===== src/rtl/core/bpatm_pkg.sv =====
// bpatm_pkg: shared types and constants for the bit-parallel approximate matcher.
// Used by every module under rtl/core but bpatm_ram; depends on nothing.
`default_nettype none

package bpatm_pkg;

	localparam int MASK_W      = 64;
	localparam int SRC_W       = $clog2(MASK_W);
	localparam int CODE_W      = 8;
	localparam int POS_W       = 32;
	localparam int K_W         = 6;
	localparam int M_W         = 7;
	localparam int CFG_IDX_W   = 4;
	localparam int CFG_DATA_W  = 8;
	localparam int IN_DATA_W   = 72;
	localparam int OUT_DATA_W  = 40;
	localparam int QUEUE_DEPTH = 4;
	localparam int Q_PTR_W     = $clog2(QUEUE_DEPTH);
	localparam int Q_CNT_W     = $clog2(QUEUE_DEPTH) + 1;

	localparam logic OP_LOAD = 1'b0;
	localparam logic OP_TEXT = 1'b1;

	localparam logic [CFG_IDX_W-1:0] REG_MAX_ERRORS     = 4'd0;
	localparam logic [CFG_IDX_W-1:0] REG_PATTERN_LENGTH = 4'd1;

	localparam logic [K_W-1:0] K_RESET = 6'd1;
	localparam logic [M_W-1:0] M_RESET = 7'd4;

	typedef enum logic [1:0] {
		CFG_IDLE,
		CFG_SETUP,
		CFG_BUILD,
		CFG_FIN
	} cfg_state_t;

	typedef struct packed {
		logic busy;
		logic clr_pos;
		logic load_din;
		logic bad;
	} cfg_ctrl_t;

endpackage

`default_nettype wire


===== src/rtl/core/bpatm_queue.sv =====
// bpatm_queue: short FIFO between the front and back halves.
// Depends on bpatm_pkg for its depth.
`default_nettype none

module bpatm_queue #(
	parameter int WIDTH = 8
) (
	input  wire logic                          clk,
	input  wire logic                          arst_n,
	input  wire logic                          push,
	input  wire logic [WIDTH-1:0]              push_data,
	input  wire logic                          pop,
	output logic      [WIDTH-1:0]              pop_data,
	output logic      [bpatm_pkg::Q_CNT_W-1:0] count,
	output logic                               empty
);

	localparam int DEPTH = bpatm_pkg::QUEUE_DEPTH;
	localparam int PW    = bpatm_pkg::Q_PTR_W;
	localparam int CW    = bpatm_pkg::Q_CNT_W;

	logic [WIDTH-1:0] mem_q [DEPTH];
	logic [PW-1:0]    wp_q;
	logic [PW-1:0]    rp_q;
	logic [CW-1:0]    cnt_q;

	always_ff @(posedge clk) begin
		if (push) begin
			mem_q[wp_q] <= push_data;
		end
	end

	always_ff @(posedge clk or negedge arst_n) begin
		if (!arst_n) begin
			wp_q  <= '0;
			rp_q  <= '0;
			cnt_q <= '0;
		end else begin
			if (push) begin
				wp_q <= wp_q + PW'(1);
			end
			if (pop) begin
				rp_q <= rp_q + PW'(1);
			end
			cnt_q <= cnt_q + CW'(push) - CW'(pop);
		end
	end

	assign pop_data = mem_q[rp_q];
	assign count    = cnt_q;
	assign empty    = (cnt_q == '0);

	a_no_overflow: assert property (@(posedge clk) disable iff (!arst_n)
		push |-> (cnt_q != CW'(DEPTH)) || pop)
		else $error("queue overflow");

	a_no_underflow: assert property (@(posedge clk) disable iff (!arst_n)
		pop |-> cnt_q != '0)
		else $error("queue underflow");

endmodule

`default_nettype wire


===== config.mk =====
export PLATFORM = sky130hd
export DESIGN_NAME = bpatm_queue
export DESIGN_NICKNAME = d
export VERILOG_FILES = /design/src/rtl/core/bpatm_pkg.sv /design/src/rtl/core/bpatm_queue.sv
export SDC_FILE = /design/constraint.sdc
export NUM_CORES = 1
export LEC_CHECK = 0
export BUFFER_PORTS_ARGS = -buffer_cell sky130_fd_sc_hd__buf_4
export CAP_MARGIN = 20
export CELL_PAD_IN_SITES_DETAIL_PLACEMENT = 0
export CELL_PAD_IN_SITES_GLOBAL_PLACEMENT = 2
export CORE_MARGIN = 1
export CORE_UTILIZATION = 44
export DETAILED_ROUTE_END_ITERATION = 7
export GPL_TIMING_DRIVEN = 0
export PLACE_DENSITY = 0.81
export SKIP_CTS_REPAIR_TIMING = 1
export SYNTH_ARGS = -nofsm -noshare
export SYNTH_HDL_FRONTEND = slang
export SYNTH_SLANG_ARGS = --single-unit

===== constraint.sdc =====
create_clock -name clk -period 4.4 [get_ports clk]
set_clock_uncertainty 0.05 [all_clocks]
set_input_delay 0.22 -clock clk [delete_from_list [all_inputs] [get_ports clk]]
set_output_delay 0.22 -clock clk [all_outputs]
set_load 0.01 [all_outputs]

==> impl_metrics.tcl <==
set metrics [dict create \
    syn_inst 75 \
    area_delta_synth_final_pct 24.2 \
    hold_path_class "input port to register" \
    routedWlPerCell_um 14.6 \
    drv_cap 0 \
    p_total_mw 1.19 \
    max_freq_mhz 549 \
    fin_setup_tns_ns 0 \
    leakagePower_nw 0.734 \
    coreArea_um2 3340 \
    clock_latency_ns 0.33 \
    finish.instance_area_um2 1910 \
    grt_max_degree 14 \
    ys_types 14 \
    outcome "complete, no violations" \
    path_max_fanout 10 \
    die_height_um 61.1 \
    max_slew_margin 0.685 \
    grt_pass1_wl_um 3370 \
    dieArea_um2 3730 \
    final_util 0.572 \
    grt_pass1_vias 736 \
    hold_end "rp_q[0]" \
    drtAntennaViolNets 0 \
    clockBufferDepth 2 \
    hold_path_depth 2 \
    drtPass1Iterations 4 \
    required_ns 4.13 \
    routed_wl_um 2300 \
    synth_top_cell_area_share 0.625 \
    timing.hold.ws_ns 0.0265 \
    cts.htree.levels 2 \
    yosysWarnings 0 \
    syn-cell-area_um2 1540 \
    cp-end-kind "output pin" \
    synth-seq-cells 39 \
    slew_violations 0 \
    synth.avg_cell_area_um2 20.5 \
    drc 0 \
    dieWidth_um 61.1 \
    cp_data_arrival_time_ns 1.55 \
    r2r_end "count[2]" \
    crit_cells 3 \
    grt_use_total 0.141 \
    fillers 282 \
    cts_tree "built" \
    fin_nets 130 \
    pin_count 24 \
    period_minus_slack_ns 1.82 \
    hp-start "pop" \
    peakVddDrop_mv 0.230 \
    vias 743 \
    syn_nets 94 \
    final-hold-violation-count 0 \
    p_per_area_nw_per_um2 623 \
    path_delay_family "multiplexers" \
    place_inst 144 \
    critPathLaunchType "register" \
    clock-root-buffer "clkbuf_4" \
    postPlaceCellArea_um2 1770 \
    r2r_slack_ns 2.66 \
    grt_overflow_total 0 \
    drt_iter0_drc 17 \
    grt_antenna_before_repair 0 \
    critPathBufInv 2 \
    worst_slew_pin_slew_ns 0.472 \
    viasPerCell 4.70 \
    slowest_delay_ns 0.52 \
    gp_congestion 0.620 \
    rsz0062_at_grt "false" \
    crit_type "register to output pin" \
    cts_made_buffers 5 \
    rows 21 \
    worstPathCellList "buf_6, mux4_2, buf_4" \
    stdcell_count 158 \
    cp_slowest_cell "mux4_2" \
    yosys-top-cells-area "edfxtp_1 (63%), mux4_2 (12%), dfrtp_1 (11%), ha_1 (4.9%), xnor2_1 (1.7%)" \
    diodes 0 \
    worst_slack_ns 2.58 \
    ys_seq_area_frac 0.739 \
    io_buffers 23 \
    finalSetupViolCount 0 \
    worstReg2RegStart "count[0]" \
    final.period_utilization 0.414 \
    clock_sinks 39 \
    yosysTopAreaCell "edfxtp_1" \
    reg2regPathDepth 7 \
    drive_gt1_frac 0.366 \
    start_util 0.460 \
    clk_pin_slew_ns 0.10 \
    dp_slack_ns 2.66 \
]
-- cell type report --
type                    instances  area, um^2  area share
repair buffers                 29         233       0.122
clock buffers                   5        37.5      0.0197
flip-flops and latches         39        1140       0.595
plain buffers                   2        16.3     0.00852
multi-input cells              28         362       0.190
inverters                       6        22.5      0.0118
clock inverters                 3        43.8      0.0230
well taps                      46        57.6      0.0302
-- kinds of logic after synthesis --
family | count (synthesis) | share of synthesized area
buffers and inverters | 8 | 0.0252
adder cells (fa/ha/maj) | 7 | 0.0619
flip-flops | 39 | 0.739
XOR/XNOR | 5 | 0.0285
multiplexers | 8 | 0.117
AO/OA/AOI/OAI | 1 | 0.00325
AND/OR/NAND/NOR | 7 | 0.0244
-- power by group --
| group | leakage [nW] | internal, mW | switching, mW |
|---|---|---|---|
| logic | 0.313 | 0.226 | 0.198 |
| clock network | 0.0452 | 0.120 | 0.114 |
| registers | 0.376 | 0.496 | 0.0348 |
-- how the worst max path moves through the flow --
stage | start | end
after global placement | count[0] | count[2]
final | rp_q[0] | pop_data[3]
after global routing | rp_q[0] | pop_data[6]
after detailed placement | count[0] | count[2]
after floorplan | count[0] | count[2]
after CTS | rp_q[0] | pop_data[3]
-- cells in the mapped netlist --
cell type,count
nand2_1,2
inv_1,6
xor2_1,2
buf_6,1
dfrtp_1,7
ha_1,6
nor3_1,1
mux4_2,8
and2_1,4
edfxtp_1,32
o21ai_0,1
xnor2_1,3
buf_2,1
fa_1,1
-- per-layer routing --
layer	vias to the layer above	GRT usage	part of all wire
li1	350	-	-
met1	373	0.153	0.39
met2	18	0.245	0.55
met3	2	0.0651	0.049
met4	0	0.0487	0.0065
met5	-	0	0
-- registers in the layout (all words and copies together) (netlist names) --
register,count
mem_q,32
rp_q,2
wp_q,2
count,3
-- layout by cell type (no fill, tap or decap), types with 2 or more instances in the layout --
master         instances
inv_1                  6
and2_1                 4
clkbuf_4               5
xnor2_1                3
xor2_1                 2
mux4_2                 8
ha_1                   6
edfxtp_1              32
buf_4                 23
dlygate4sd3_1          6
nand2_1                2
dfrtp_1                7
(Power assumes the default switching activity.)
