### src/rtl/core/bpatm_pkg.sv
// bpatm_pkg: shared types and constants for the bit-parallel approximate matcher.
// Used by every module under rtl/core but bpatm_ram; depends on nothing.
`default_nettype none

package bpatm_pkg;

	localparam int MASK_W      = 64;
	localparam int SRC_W       = $clog2(MASK_W);
	localparam int CODE_W      = 8;
	localparam int POS_W       = 32;
	localparam int K_W         = 6;
	localparam int M_W         = 7;
	localparam int CFG_IDX_W   = 4;
	localparam int CFG_DATA_W  = 8;
	localparam int IN_DATA_W   = 72;
	localparam int OUT_DATA_W  = 40;
	localparam int QUEUE_DEPTH = 4;
	localparam int Q_PTR_W     = $clog2(QUEUE_DEPTH);
	localparam int Q_CNT_W     = $clog2(QUEUE_DEPTH) + 1;

	localparam logic OP_LOAD = 1'b0;
	localparam logic OP_TEXT = 1'b1;

	localparam logic [CFG_IDX_W-1:0] REG_MAX_ERRORS     = 4'd0;
	localparam logic [CFG_IDX_W-1:0] REG_PATTERN_LENGTH = 4'd1;

	localparam logic [K_W-1:0] K_RESET = 6'd1;
	localparam logic [M_W-1:0] M_RESET = 7'd4;

	typedef enum logic [1:0] {
		CFG_IDLE,
		CFG_SETUP,
		CFG_BUILD,
		CFG_FIN
	} cfg_state_t;

	typedef struct packed {
		logic busy;
		logic clr_pos;
		logic load_din;
		logic bad;
	} cfg_ctrl_t;

endpackage

`default_nettype wire

### src/rtl/core/bpatm_cfg.sv
// bpatm_cfg: config registers and the sequencer that builds the packed masks
// (M1, M2, Din, G) and the per-bit gather map. Depends on bpatm_pkg.
`default_nettype none

module bpatm_cfg #(
	parameter int WORD_BITS = 64
) (
	input  wire logic                                   clk,
	input  wire logic                                   arst_n,
	input  wire logic                                   cfg_valid,
	output logic                                        cfg_ready,
	input  wire logic [bpatm_pkg::CFG_IDX_W-1:0]        cfg_index,
	input  wire logic [bpatm_pkg::CFG_DATA_W-1:0]       cfg_data,
	output bpatm_pkg::cfg_ctrl_t                        ctrl,
	output logic      [bpatm_pkg::M_W-1:0]              bw,
	output logic      [WORD_BITS-1:0]                   m1,
	output logic      [WORD_BITS-1:0]                   m2,
	output logic      [WORD_BITS-1:0]                   din,
	output logic      [WORD_BITS-1:0]                   g,
	output logic      [WORD_BITS-1:0][bpatm_pkg::SRC_W-1:0] src
);

	localparam int M_W = bpatm_pkg::M_W;
	localparam int K_W = bpatm_pkg::K_W;
	localparam int P_W = 2 * M_W;

	bpatm_pkg::cfg_state_t state_q, state_nxt;

	logic [K_W-1:0]       k_q;
	logic [M_W-1:0]       m_q;
	logic                 bad_q;
	logic [M_W-1:0]       bc_q;
	logic [M_W-1:0]       bw_q;
	logic [M_W-1:0]       blk_q;
	logic [M_W-1:0]       base_q;
	logic [WORD_BITS-1:0] m1_q;
	logic [WORD_BITS-1:0] m3_q;
	logic [WORD_BITS-1:0] din_q;
	logic [WORD_BITS-1:0] g_q;
	logic [WORD_BITS-1:0][bpatm_pkg::SRC_W-1:0] src_q;

	logic                 cfg_fire;
	logic                 reg_hit;
	logic [M_W-1:0]       k_ext;
	logic [M_W-1:0]       diff;
	logic [P_W-1:0]       prod;
	logic                 bad_calc;
	logic [WORD_BITS-1:0] in_blk;
	logic [WORD_BITS-1:0] blk_head;
	logic [WORD_BITS-1:0][M_W-1:0] off;

	assign cfg_fire = cfg_valid && cfg_ready;
	assign reg_hit  = cfg_fire && (cfg_index == bpatm_pkg::REG_MAX_ERRORS ||
		cfg_index == bpatm_pkg::REG_PATTERN_LENGTH);

	assign k_ext    = {1'b0, k_q};
	assign diff     = m_q - k_ext;
	assign prod     = P_W'(diff) * P_W'(k_ext + 7'd2);
	assign bad_calc = (m_q == '0) || (k_ext >= m_q) || (prod > P_W'(WORD_BITS));

	// one block of the diagonal word per cycle
	always_comb begin
		for (int p = 0; p < WORD_BITS; p++) begin
			in_blk[p]   = (8'(p) >= {1'b0, base_q}) &&
				(8'(p) <= ({1'b0, base_q} + {2'b0, k_q}));
			blk_head[p] = (8'(p) == {1'b0, base_q});
			off[p]      = bc_q - 7'd1 - blk_q + 7'(p) - base_q;
		end
	end

	always_comb begin
		state_nxt = state_q;
		case (state_q)
			bpatm_pkg::CFG_IDLE: begin
				if (reg_hit) begin
					state_nxt = bpatm_pkg::CFG_SETUP;
				end
			end
			bpatm_pkg::CFG_SETUP: begin
				state_nxt = bad_calc ? bpatm_pkg::CFG_FIN : bpatm_pkg::CFG_BUILD;
			end
			bpatm_pkg::CFG_BUILD: begin
				if (blk_q == bc_q - 7'd1) begin
					state_nxt = bpatm_pkg::CFG_FIN;
				end
			end
			bpatm_pkg::CFG_FIN: begin
				state_nxt = bpatm_pkg::CFG_IDLE;
			end
			default: begin
				state_nxt = bpatm_pkg::CFG_IDLE;
			end
		endcase
	end

	always_comb begin
		cfg_ready     = 1'b0;
		ctrl.load_din = 1'b0;
		case (state_q)
			bpatm_pkg::CFG_IDLE: begin
				cfg_ready = 1'b1;
			end
			bpatm_pkg::CFG_FIN: begin
				ctrl.load_din = 1'b1;
			end
			default: begin
				cfg_ready     = 1'b0;
				ctrl.load_din = 1'b0;
			end
		endcase
		ctrl.busy    = (state_q != bpatm_pkg::CFG_IDLE) || cfg_valid;
		ctrl.clr_pos = reg_hit;
		ctrl.bad     = bad_q;
	end

	always_ff @(posedge clk or negedge arst_n) begin
		if (!arst_n) begin
			state_q <= bpatm_pkg::CFG_SETUP;
			k_q     <= bpatm_pkg::K_RESET;
			m_q     <= bpatm_pkg::M_RESET;
			bad_q   <= 1'b0;
			bc_q    <= '0;
			bw_q    <= '0;
			blk_q   <= '0;
			base_q  <= '0;
			m1_q    <= '0;
			m3_q    <= '0;
			din_q   <= '0;
			g_q     <= '0;
			src_q   <= '0;
		end else begin
			state_q <= state_nxt;
			case (state_q)
				bpatm_pkg::CFG_IDLE: begin
					if (cfg_fire && cfg_index == bpatm_pkg::REG_MAX_ERRORS) begin
						k_q <= cfg_data[K_W-1:0];
					end
					if (cfg_fire && cfg_index == bpatm_pkg::REG_PATTERN_LENGTH) begin
						m_q <= cfg_data[M_W-1:0];
					end
				end
				bpatm_pkg::CFG_SETUP: begin
					bad_q  <= bad_calc;
					bc_q   <= diff;
					bw_q   <= k_ext + 7'd2;
					blk_q  <= '0;
					base_q <= '0;
					m1_q   <= '0;
					din_q  <= '0;
					src_q  <= '0;
					m3_q   <= bad_calc ? '0 :
						((WORD_BITS'(1) << (k_ext + 7'd1)) - WORD_BITS'(1));
					g_q    <= bad_calc ? '0 : (WORD_BITS'(1) << k_q);
				end
				bpatm_pkg::CFG_BUILD: begin
					for (int p = 0; p < WORD_BITS; p++) begin
						if (in_blk[p]) begin
							din_q[p] <= 1'b1;
							src_q[p] <= off[p][bpatm_pkg::SRC_W-1:0];
						end
						if (blk_head[p]) begin
							m1_q[p] <= 1'b1;
						end
					end
					blk_q  <= blk_q + 7'd1;
					base_q <= base_q + bw_q;
				end
				default: begin
				end
			endcase
		end
	end

	assign bw  = bw_q;
	assign m1  = m1_q;
	assign m2  = m1_q | m3_q;
	assign din = din_q;
	assign g   = g_q;
	assign src = src_q;

	a_build_in_range: assert property (@(posedge clk) disable iff (!arst_n)
		state_q == bpatm_pkg::CFG_BUILD |-> blk_q < bc_q)
		else $error("block counter ran past block count");

endmodule

`default_nettype wire

### config.mk
export PLATFORM = sky130hd
export DESIGN_NAME = bpatm_cfg
export DESIGN_NICKNAME = d
export VERILOG_FILES = /design/src/rtl/core/bpatm_pkg.sv /design/src/rtl/core/bpatm_cfg.sv
export SDC_FILE = /design/constraint.sdc
export NUM_CORES = 1
export LEC_CHECK = 0
export ABC_CLOCK_PERIOD_IN_PS = 14900
export BUFFER_PORTS_ARGS = -buffer_cell sky130_fd_sc_hd__buf_2
export CELL_PAD_IN_SITES_DETAIL_PLACEMENT = 2
export CELL_PAD_IN_SITES_GLOBAL_PLACEMENT = 2
export CORE_MARGIN = 2
export CORE_UTILIZATION = 38
export DETAILED_ROUTE_END_ITERATION = 7
export GPL_TIMING_DRIVEN = 0
export PLACE_DENSITY = 0.84
export SYNTH_ARGS = -nofsm -noshare
export SYNTH_HDL_FRONTEND = slang
export SYNTH_SLANG_ARGS = --single-unit
### constraint.sdc
create_clock -name clk -period 14.9 [get_ports clk]
set_input_delay 3.725 -clock clk [delete_from_list [all_inputs] [get_ports clk]]
set_output_delay 3.725 -clock clk [all_outputs]
set_load 0.01 [all_outputs]
==> results.py, run 1 <==
metrics = {
    "run_status": {
        "outcome": "completed",
    },
    "power": {
        "ir_drop_mv": 0.0878,
        "swShare": 0.232,
        "p_switching_uw": 922,
        "pwr-share-comb": 0.011,
        "p_clk_frac": 0.522,
        "p_total_uw": 3980,
        "power_density_nw_per_um2": 92.1,
        "power.internal_uw": 3060,
        "p_seq_frac": 0.466,
        "leakage_uw": 0.0226,
    },
    "layout": {
        "final_cell_mix": "706 x buf_2, 681 x dfrtp_1, 444 x nand2_1",
        "final_nets": 4495,
        "drive_gt1_frac": 0.235,
        "area.growth.synth_to_final_pct": 21.9,
        "final_area_um2": 43200,
        "fillers": 9800,
        "final_common_cell": "buf_2",
    },
    "synthesis": {
        "avgSynthCellArea_um2": 9.88,
        "syn_inst": 3587,
        "netlist_area_um2": 35500,
        "synth_edf_count": 0,
        "async_reset_ff_frac": 1.00,
        "seq_area_frac_synth": 0.483,
        "syn_nets": 3740,
        "ys_warn_count": 0,
        "yosys_register_bits": 684,
        "synth_flop_cell": "dfrtp_1",
        "synthDistinctLibCells": 107,
    },
    "global_routing": {
        "overflow": 0,
        "grt_antenna_before_repair": 9,
        "grt_start_max_net_pins": 112,
        "grt_usage": 0.430,
        "grt_pass1_vias": 38300,
        "grt_pass1_wl_um": 294000,
    },
    "clocking": {
        "clock_latency_ns": 0.69,
        "h-tree-depth": 3,
        "clkSlewWorstSetupHoldPaths_ns": 0.06,
        "cts_tree": "yes",
        "cts_setup_buffers": 0,
        "cts_resized": 0,
        "hold_buffers": 0,
        "clk_path_buf_depth": 3,
        "cts.sinks": 684,
        "cts_root_buffer": "clkbuf_16",
        "cts_buffers": 79,
    },
    "worst_hold_path": {
        "worstHoldPathType": "register to register",
    },
    "timing": {
        "max_freq_mhz": 104,
        "worstMarginPinSlew_ns": 1.46,
        "fin_crit_sh": 0.643,
        "worst_clock_skew_ns": 0.0369,
        "fin_crit_ns": 9.58,
        "setup_violations": 0,
        "hold_viol": 0,
        "slew_violations": 0,
        "rsz0062_at_grt": "false",
        "relSlewSlack": 0.0281,
    },
    "critical_path": {
        "setup.worst_path.start_class": "register",
        "cp-end-kind": "register",
        "worstSetupPathType": "register to register",
        "required_ns": 15.48,
        "r2r_setup_slack_ns": 5.32,
        "worstPathArrival_ns": 10.16,
        "cp_max_fo": 11,
    },
    "die": {
        "start_util": 0.382,
        "coreArea_um2": 92900,
        "rows": 112,
        "die_h_um": 309,
        "die_w_um": 309,
        "die_area_um2": 95800,
        "ioPinCount": 667,
    },
    "routing": {
        "drt_iter0_markers": 3965,
        "via_count": 35700,
        "vias_per_cell": 6.32,
        "drt_first_pass_iters": 5,
        "wl_um": 210000,
        "ant_nets": 0,
        "wl_per_cell_um": 37.1,
        "drc": 0,
    },
    "flow_run": {
        "maxCapViolations": 0,
    },
    "placed_design": {
        "port_buffers": 665,
        "place.gp.congestion": 1.03,
        "dp_hpwl_um": 152000,
        "place_area_um2": 40600,
    },
}
-- per-stage QoR --
stage / std cells / hold slack, ns / worst slack [ns] / TNS [ns] / util
floorplan: 3587 / 0.436 / 6.79 / 0 / -
global placement: 5506 / 0.454 / -5.13 / -3430.12 / 0.434
detailed placement: 5515 / 0.461 / 5.51 / 0 / 0.437
CTS: 5652 / 0.478 / 5.52 / 0 / 0.465
global route: 5653 / 0.497 / 4.88 / 0 / 0.465
finish: 5655 / 0.472 / 5.32 / 0 / 0.465
-- power by group through the flow --
stage / Combinational [uW] / Clock (uW) / Sequential [uW]
final: 45.5 / 2080 / 1860
after global routing: 51.6 / 2150 / 1860
after CTS: 47.4 / 2080 / 1860
after detailed placement: 47.0 / 0 / 1890
after global placement: 41.1 / 0 / 1890
after floorplan: 0.133 / 0 / 1890
-- Yosys cell counts, types with 20 or more instances --
cell | number | area share
nor2b_1 | 22 | 0.0039
nand3_1 | 241 | 0.034
nor3_1 | 37 | 0.0052
a31o_2 | 20 | 0.0049
inv_1 | 98 | 0.010
fa_1 | 42 | 0.024
dfrtp_1 | 681 | 0.48
buf_1 | 25 | 0.0026
a22o_1 | 35 | 0.0086
o2bb2ai_1 | 89 | 0.022
mux2_2 | 43 | 0.014
o211ai_1 | 28 | 0.0059
buf_2 | 41 | 0.0058
and2_1 | 37 | 0.0065
clkbuf_1 | 183 | 0.019
a21o_1 | 50 | 0.011
xor2_1 | 52 | 0.013
a21oi_1 | 143 | 0.020
nand2_1 | 444 | 0.047
nand2b_1 | 30 | 0.0053
o21ai_0 | 287 | 0.041
nor2_1 | 235 | 0.025
mux2i_1 | 146 | 0.041
or2_2 | 74 | 0.013
xnor2_1 | 74 | 0.018
ha_1 | 96 | 0.034
-- worst max-delay path, cell delays in order (launching register included) --
cell,delay (ns)
dfrtp_1,0.64
buf_2,0.31
buf_2,0.25
clkinv_1,0.45
ha_1,0.48
nor2b_1,0.15
o31a_1,0.30
o21ai_0,0.18
nand2b_1,0.13
xnor2_1,0.47
nor2_1,0.11
fa_1,0.51
inv_1,0.05
fa_1,0.48
inv_1,0.06
fa_1,0.53
inv_1,0.06
fa_1,0.54
inv_1,0.05
ha_1,0.40
o21ai_0,0.21
o21ai_0,0.17
a2111o_1,0.43
a32o_1,0.25
nor3b_2,1.06
nand3_2,0.57
buf_2,0.42
o2bb2ai_1,0.22
-- cell type report --
cell class / count / area (um2) / share of cell area
Sequential cell: 684 / 17100 / 0.396
Multi-Input combinational cell: 2544 / 16900 / 0.391
Timing Repair Buffer: 674 / 3530 / 0.0816
Clock buffer: 113 / 2260 / 0.0522
Tap cell: 1254 / 1570 / 0.0363
Buffer: 256 / 1050 / 0.0243
Inverter: 103 / 387 / 0.00895
Clock inverter: 24 / 385 / 0.00892
Antenna cell: 3 / 7.51 / 0.000174
-- final timing paths --
path | start | to | cells past startpoint
max | k_q[1] | m3_q[13] | 27
min | din[20] | din[20] | 1
max reg2reg | k_q[1] | m3_q[13] | 27
min reg2reg | din[20] | din[20] | 1
max in group asynchronous | arst_n | src[161] | 4
min in group asynchronous | arst_n | m_q[6] | 1
-- layer usage --
layer | GRT usage | vias up | wire length [um]
met5 | 0 | - | 71
met4 | 0.306 | 10 | 18100
met3 | 0.0997 | 787 | 18600
met2 | 0.650 | 2241 | 92200
met1 | 0.543 | 18700 | 80900
li1 | - | 14100 | -
-- sequential cells by signal, indices dropped and copies added, names as in the netlist, 2 cells and up --
signal	count
base_q	7
bc_q	7
blk_q	7
bw	7
din	64
g	64
k_q	6
m1	64
m3_q	64
m_q	7
src	384
state_q	2
-- kinds of logic after synthesis --
| logic type | Yosys count | share of synthesized area |
|---|---|---|
| buf+inv | 359 | 0.0405 |
| fa+ha+maj | 138 | 0.0576 |
| flops | 684 | 0.483 |
| xor+xnor | 130 | 0.0333 |
| compound gates | 846 | 0.163 |
| simple gates | 1228 | 0.163 |
| mux | 202 | 0.0591 |
Note: power is estimated with default switching activity, not from simulation.
==> inputs of run 2 (changes only) <==
--- a/config.mk
+++ b/config.mk
@@ -5,15 +5,16 @@
 export SDC_FILE = /design/constraint.sdc
 export NUM_CORES = 1
 export LEC_CHECK = 0
-export ABC_CLOCK_PERIOD_IN_PS = 14900
+export ABC_AREA = 1
+export ABC_CLOCK_PERIOD_IN_PS = 10100
 export BUFFER_PORTS_ARGS = -buffer_cell sky130_fd_sc_hd__buf_2
 export CELL_PAD_IN_SITES_DETAIL_PLACEMENT = 2
 export CELL_PAD_IN_SITES_GLOBAL_PLACEMENT = 2
 export CORE_MARGIN = 2
-export CORE_UTILIZATION = 38
+export CORE_UTILIZATION = 32
 export DETAILED_ROUTE_END_ITERATION = 7
 export GPL_TIMING_DRIVEN = 0
-export PLACE_DENSITY = 0.84
+export PLACE_DENSITY = 0.78
 export SYNTH_ARGS = -nofsm -noshare
 export SYNTH_HDL_FRONTEND = slang
 export SYNTH_SLANG_ARGS = --single-unit
==> constraint.sdc (replaced) <==
create_clock -name clk -period 10.1 [get_ports clk]
set_input_delay 2.525 -clock clk [delete_from_list [all_inputs] [get_ports clk]]
set_output_delay 2.525 -clock clk [all_outputs]
set_load 0.01 [all_outputs]
==> results.py, run 2 <==
metrics = {
    "critical_path": {
        "critPathTopFamily": "adder cells",
        "setup.worst_path.start_class": "register",
        "cp_max_fo": 10,
        "path_buf_inv": 10,
        "required_ns": 10.69,
        "cpMaxStageDelayCell": "buf_1",
        "cp-end-kind": "register",
        "slowest_delay_ns": 0.71,
        "worstPathArrival_ns": 9.39,
        "worstSetupPathType": "register to register",
        "path_common_cell": "inv_1",
    },
    "placed_design": {
        "port_buffers": 665,
        "place.gp.congestion": 0.977,
        "dp_hpwl_um": 157000,
    },
    "die": {
        "coreArea_um2": 111000,
        "ioPinCount": 667,
        "rows": 122,
        "die_area_um2": 115000,
        "die_w_um": 339,
        "die_h_um": 339,
        "start_util": 0.323,
    },
    "clocking": {
        "cts_buffers": 79,
        "cts_tree": "yes",
        "clkSlewWorstSetupHoldPaths_ns": 0.06,
        "clock_latency_ns": 0.69,
        "clk_path_buf_depth": 3,
        "cts_resized": 0,
        "cts_setup_buffers": 0,
        "cts.sinks": 684,
        "h-tree-depth": 3,
        "hold_buffers": 0,
        "cts_root_buffer": "clkbuf_16",
    },
    "synthesis": {
        "synthTopCellsByArea": "dfrtp_1 48%, nand2_1 13%, nand3_1 7.7%",
        "netlist_area_um2": 35900,
        "synthDistinctLibCells": 51,
        "syn_inst": 4596,
        "seq_area_frac_synth": 0.477,
        "synth_edf_count": 0,
        "synth_flop_cell": "dfrtp_1",
        "synth_common_cells": "1277 x nand2_1, 681 x dfrtp_1, 551 x nand3_1",
        "synth_top_area_cell": "dfrtp_1",
        "synth_most_common_cell": "nand2_1",
        "avgSynthCellArea_um2": 7.80,
        "async_reset_ff_frac": 1.00,
        "ys_warn_count": 0,
        "yosys_register_bits": 684,
        "syn_nets": 4749,
        "synth.top_cell.area_share": 0.475,
    },
    "global_routing": {
        "grt_pass1_vias": 40100,
        "grt_start_max_net_pins": 101,
        "grt_usage": 0.344,
        "grt_pass1_wl_um": 290000,
        "overflow": 0,
        "grt_antenna_before_repair": 8,
    },
    "routing": {
        "via_count": 37300,
        "wl_um": 200000,
        "vias_per_cell": 5.41,
        "drt_first_pass_iters": 5,
        "drc": 0,
        "ant_nets": 0,
        "drt_iter0_markers": 2440,
        "wl_per_cell_um": 29.0,
    },
    "timing": {
        "setup_violations": 0,
        "worst_clock_skew_ns": 0.0501,
        "worstMarginPinSlew_ns": 1.45,
        "fin_crit_sh": 0.871,
        "max_freq_mhz": 114,
        "hold_viol": 0,
        "slew_violations": 0,
        "relSlewSlack": 0.0274,
        "setup_tns_ns": 0,
        "fin_crit_ns": 8.80,
        "rsz0062_at_grt": "false",
    },
    "layout": {
        "final_nets": 5503,
        "fillers": 13000,
        "largest_register_ffs": 384,
        "final_common_cell": "nand2_1",
        "final_cell_mix": "1277 x nand2_1, 732 x buf_2, 681 x dfrtp_1",
        "area.growth.synth_to_final_pct": 22.5,
        "post-route-util": 0.396,
        "drive_gt1_frac": 0.179,
    },
    "run_status": {
        "outcome": "completed",
    },
    "flow_run": {
        "maxCapViolations": 0,
    },
    "worst_hold_path": {
        "worstHoldPathType": "register to register",
    },
}
## run 2: routing by layer
metal | up-vias | part of all wire | track usage
li1 | 16300 | - | -
met1 | 19400 | 0.41 | 0.422
met2 | 1203 | 0.49 | 0.590
met3 | 375 | 0.045 | 0.0400
met4 | 0 | 0.062 | 0.186
met5 | - | 0 | 0
## run 2: worst paths after layout
check / startpoint / end / slack (ns) / cells after the start
max reg2reg: k_q[4] / m3_q[34] / 1.30 / 31
max in group asynchronous: arst_n / g[62] / 6.32 / 4
min reg2reg: src[40] / src[40] / 0.47 / 2
min: src[40] / src[40] / 0.47 / 2
min in group asynchronous: arst_n / src[114] / 1.84 / 1
max: k_q[4] / m3_q[34] / 1.30 / 31
## run 2: stage by stage
stage                     hold slack, ns  worst slack [ns]  cells  instance area, um2
final                              0.467              1.30   6903               43900
after global routing               0.499             0.801   6902               43900
after CTS                          0.472              1.28   6898               43900
after detailed placement           0.461              1.38   6757               41300
after global placement             0.454             -8.95   6749               41100
after floorplan                    0.441              4.03   4596               35900
## run 2: cells by family (layout without fill, tap and decap cells)
group | after synthesis | count (layout) | share of synthesized area
adder cells (fa/ha/maj) | 138 | 138 | 0.0569
XOR/XNOR | 58 | 58 | 0.0144
other | 0 | 5 | 0
AND/OR/NAND/NOR | 2361 | 2361 | 0.277
buffers and inverters | 667 | 1481 | 0.0731
AO/OA/AOI/OAI | 688 | 688 | 0.101
flip-flops | 684 | 684 | 0.477
## run 2: cell type report
class / count / area, um2 / area share
Multi-Input combinational cell: 3245 / 16100 / 0.367
Antenna cell: 5 / 12.5 / 0.000285
Inverter: 442 / 1660 / 0.0378
Tap cell: 1488 / 1860 / 0.0424
Timing Repair Buffer: 673 / 3540 / 0.0806
Buffer: 225 / 965 / 0.0220
Clock buffer: 105 / 2220 / 0.0504
Clock inverter: 36 / 424 / 0.00966
Sequential cell: 684 / 17100 / 0.390
## run 2: worst reg2reg max path: cells and delay by family (launching register included)
kind | cells | cell delay (ns)
DFF | 1 | 0.50
AOI/OAI and AO/OA | 3 | 0.49
buffers and inverters | 10 | 2.62
and+or+nand+nor | 12 | 2.34
adders and majority gates | 6 | 2.77
Power of run 2 is left out: the tool's default activity adds up to more than one toggle a clock period on the data nets, which glitch-free logic cannot reach.
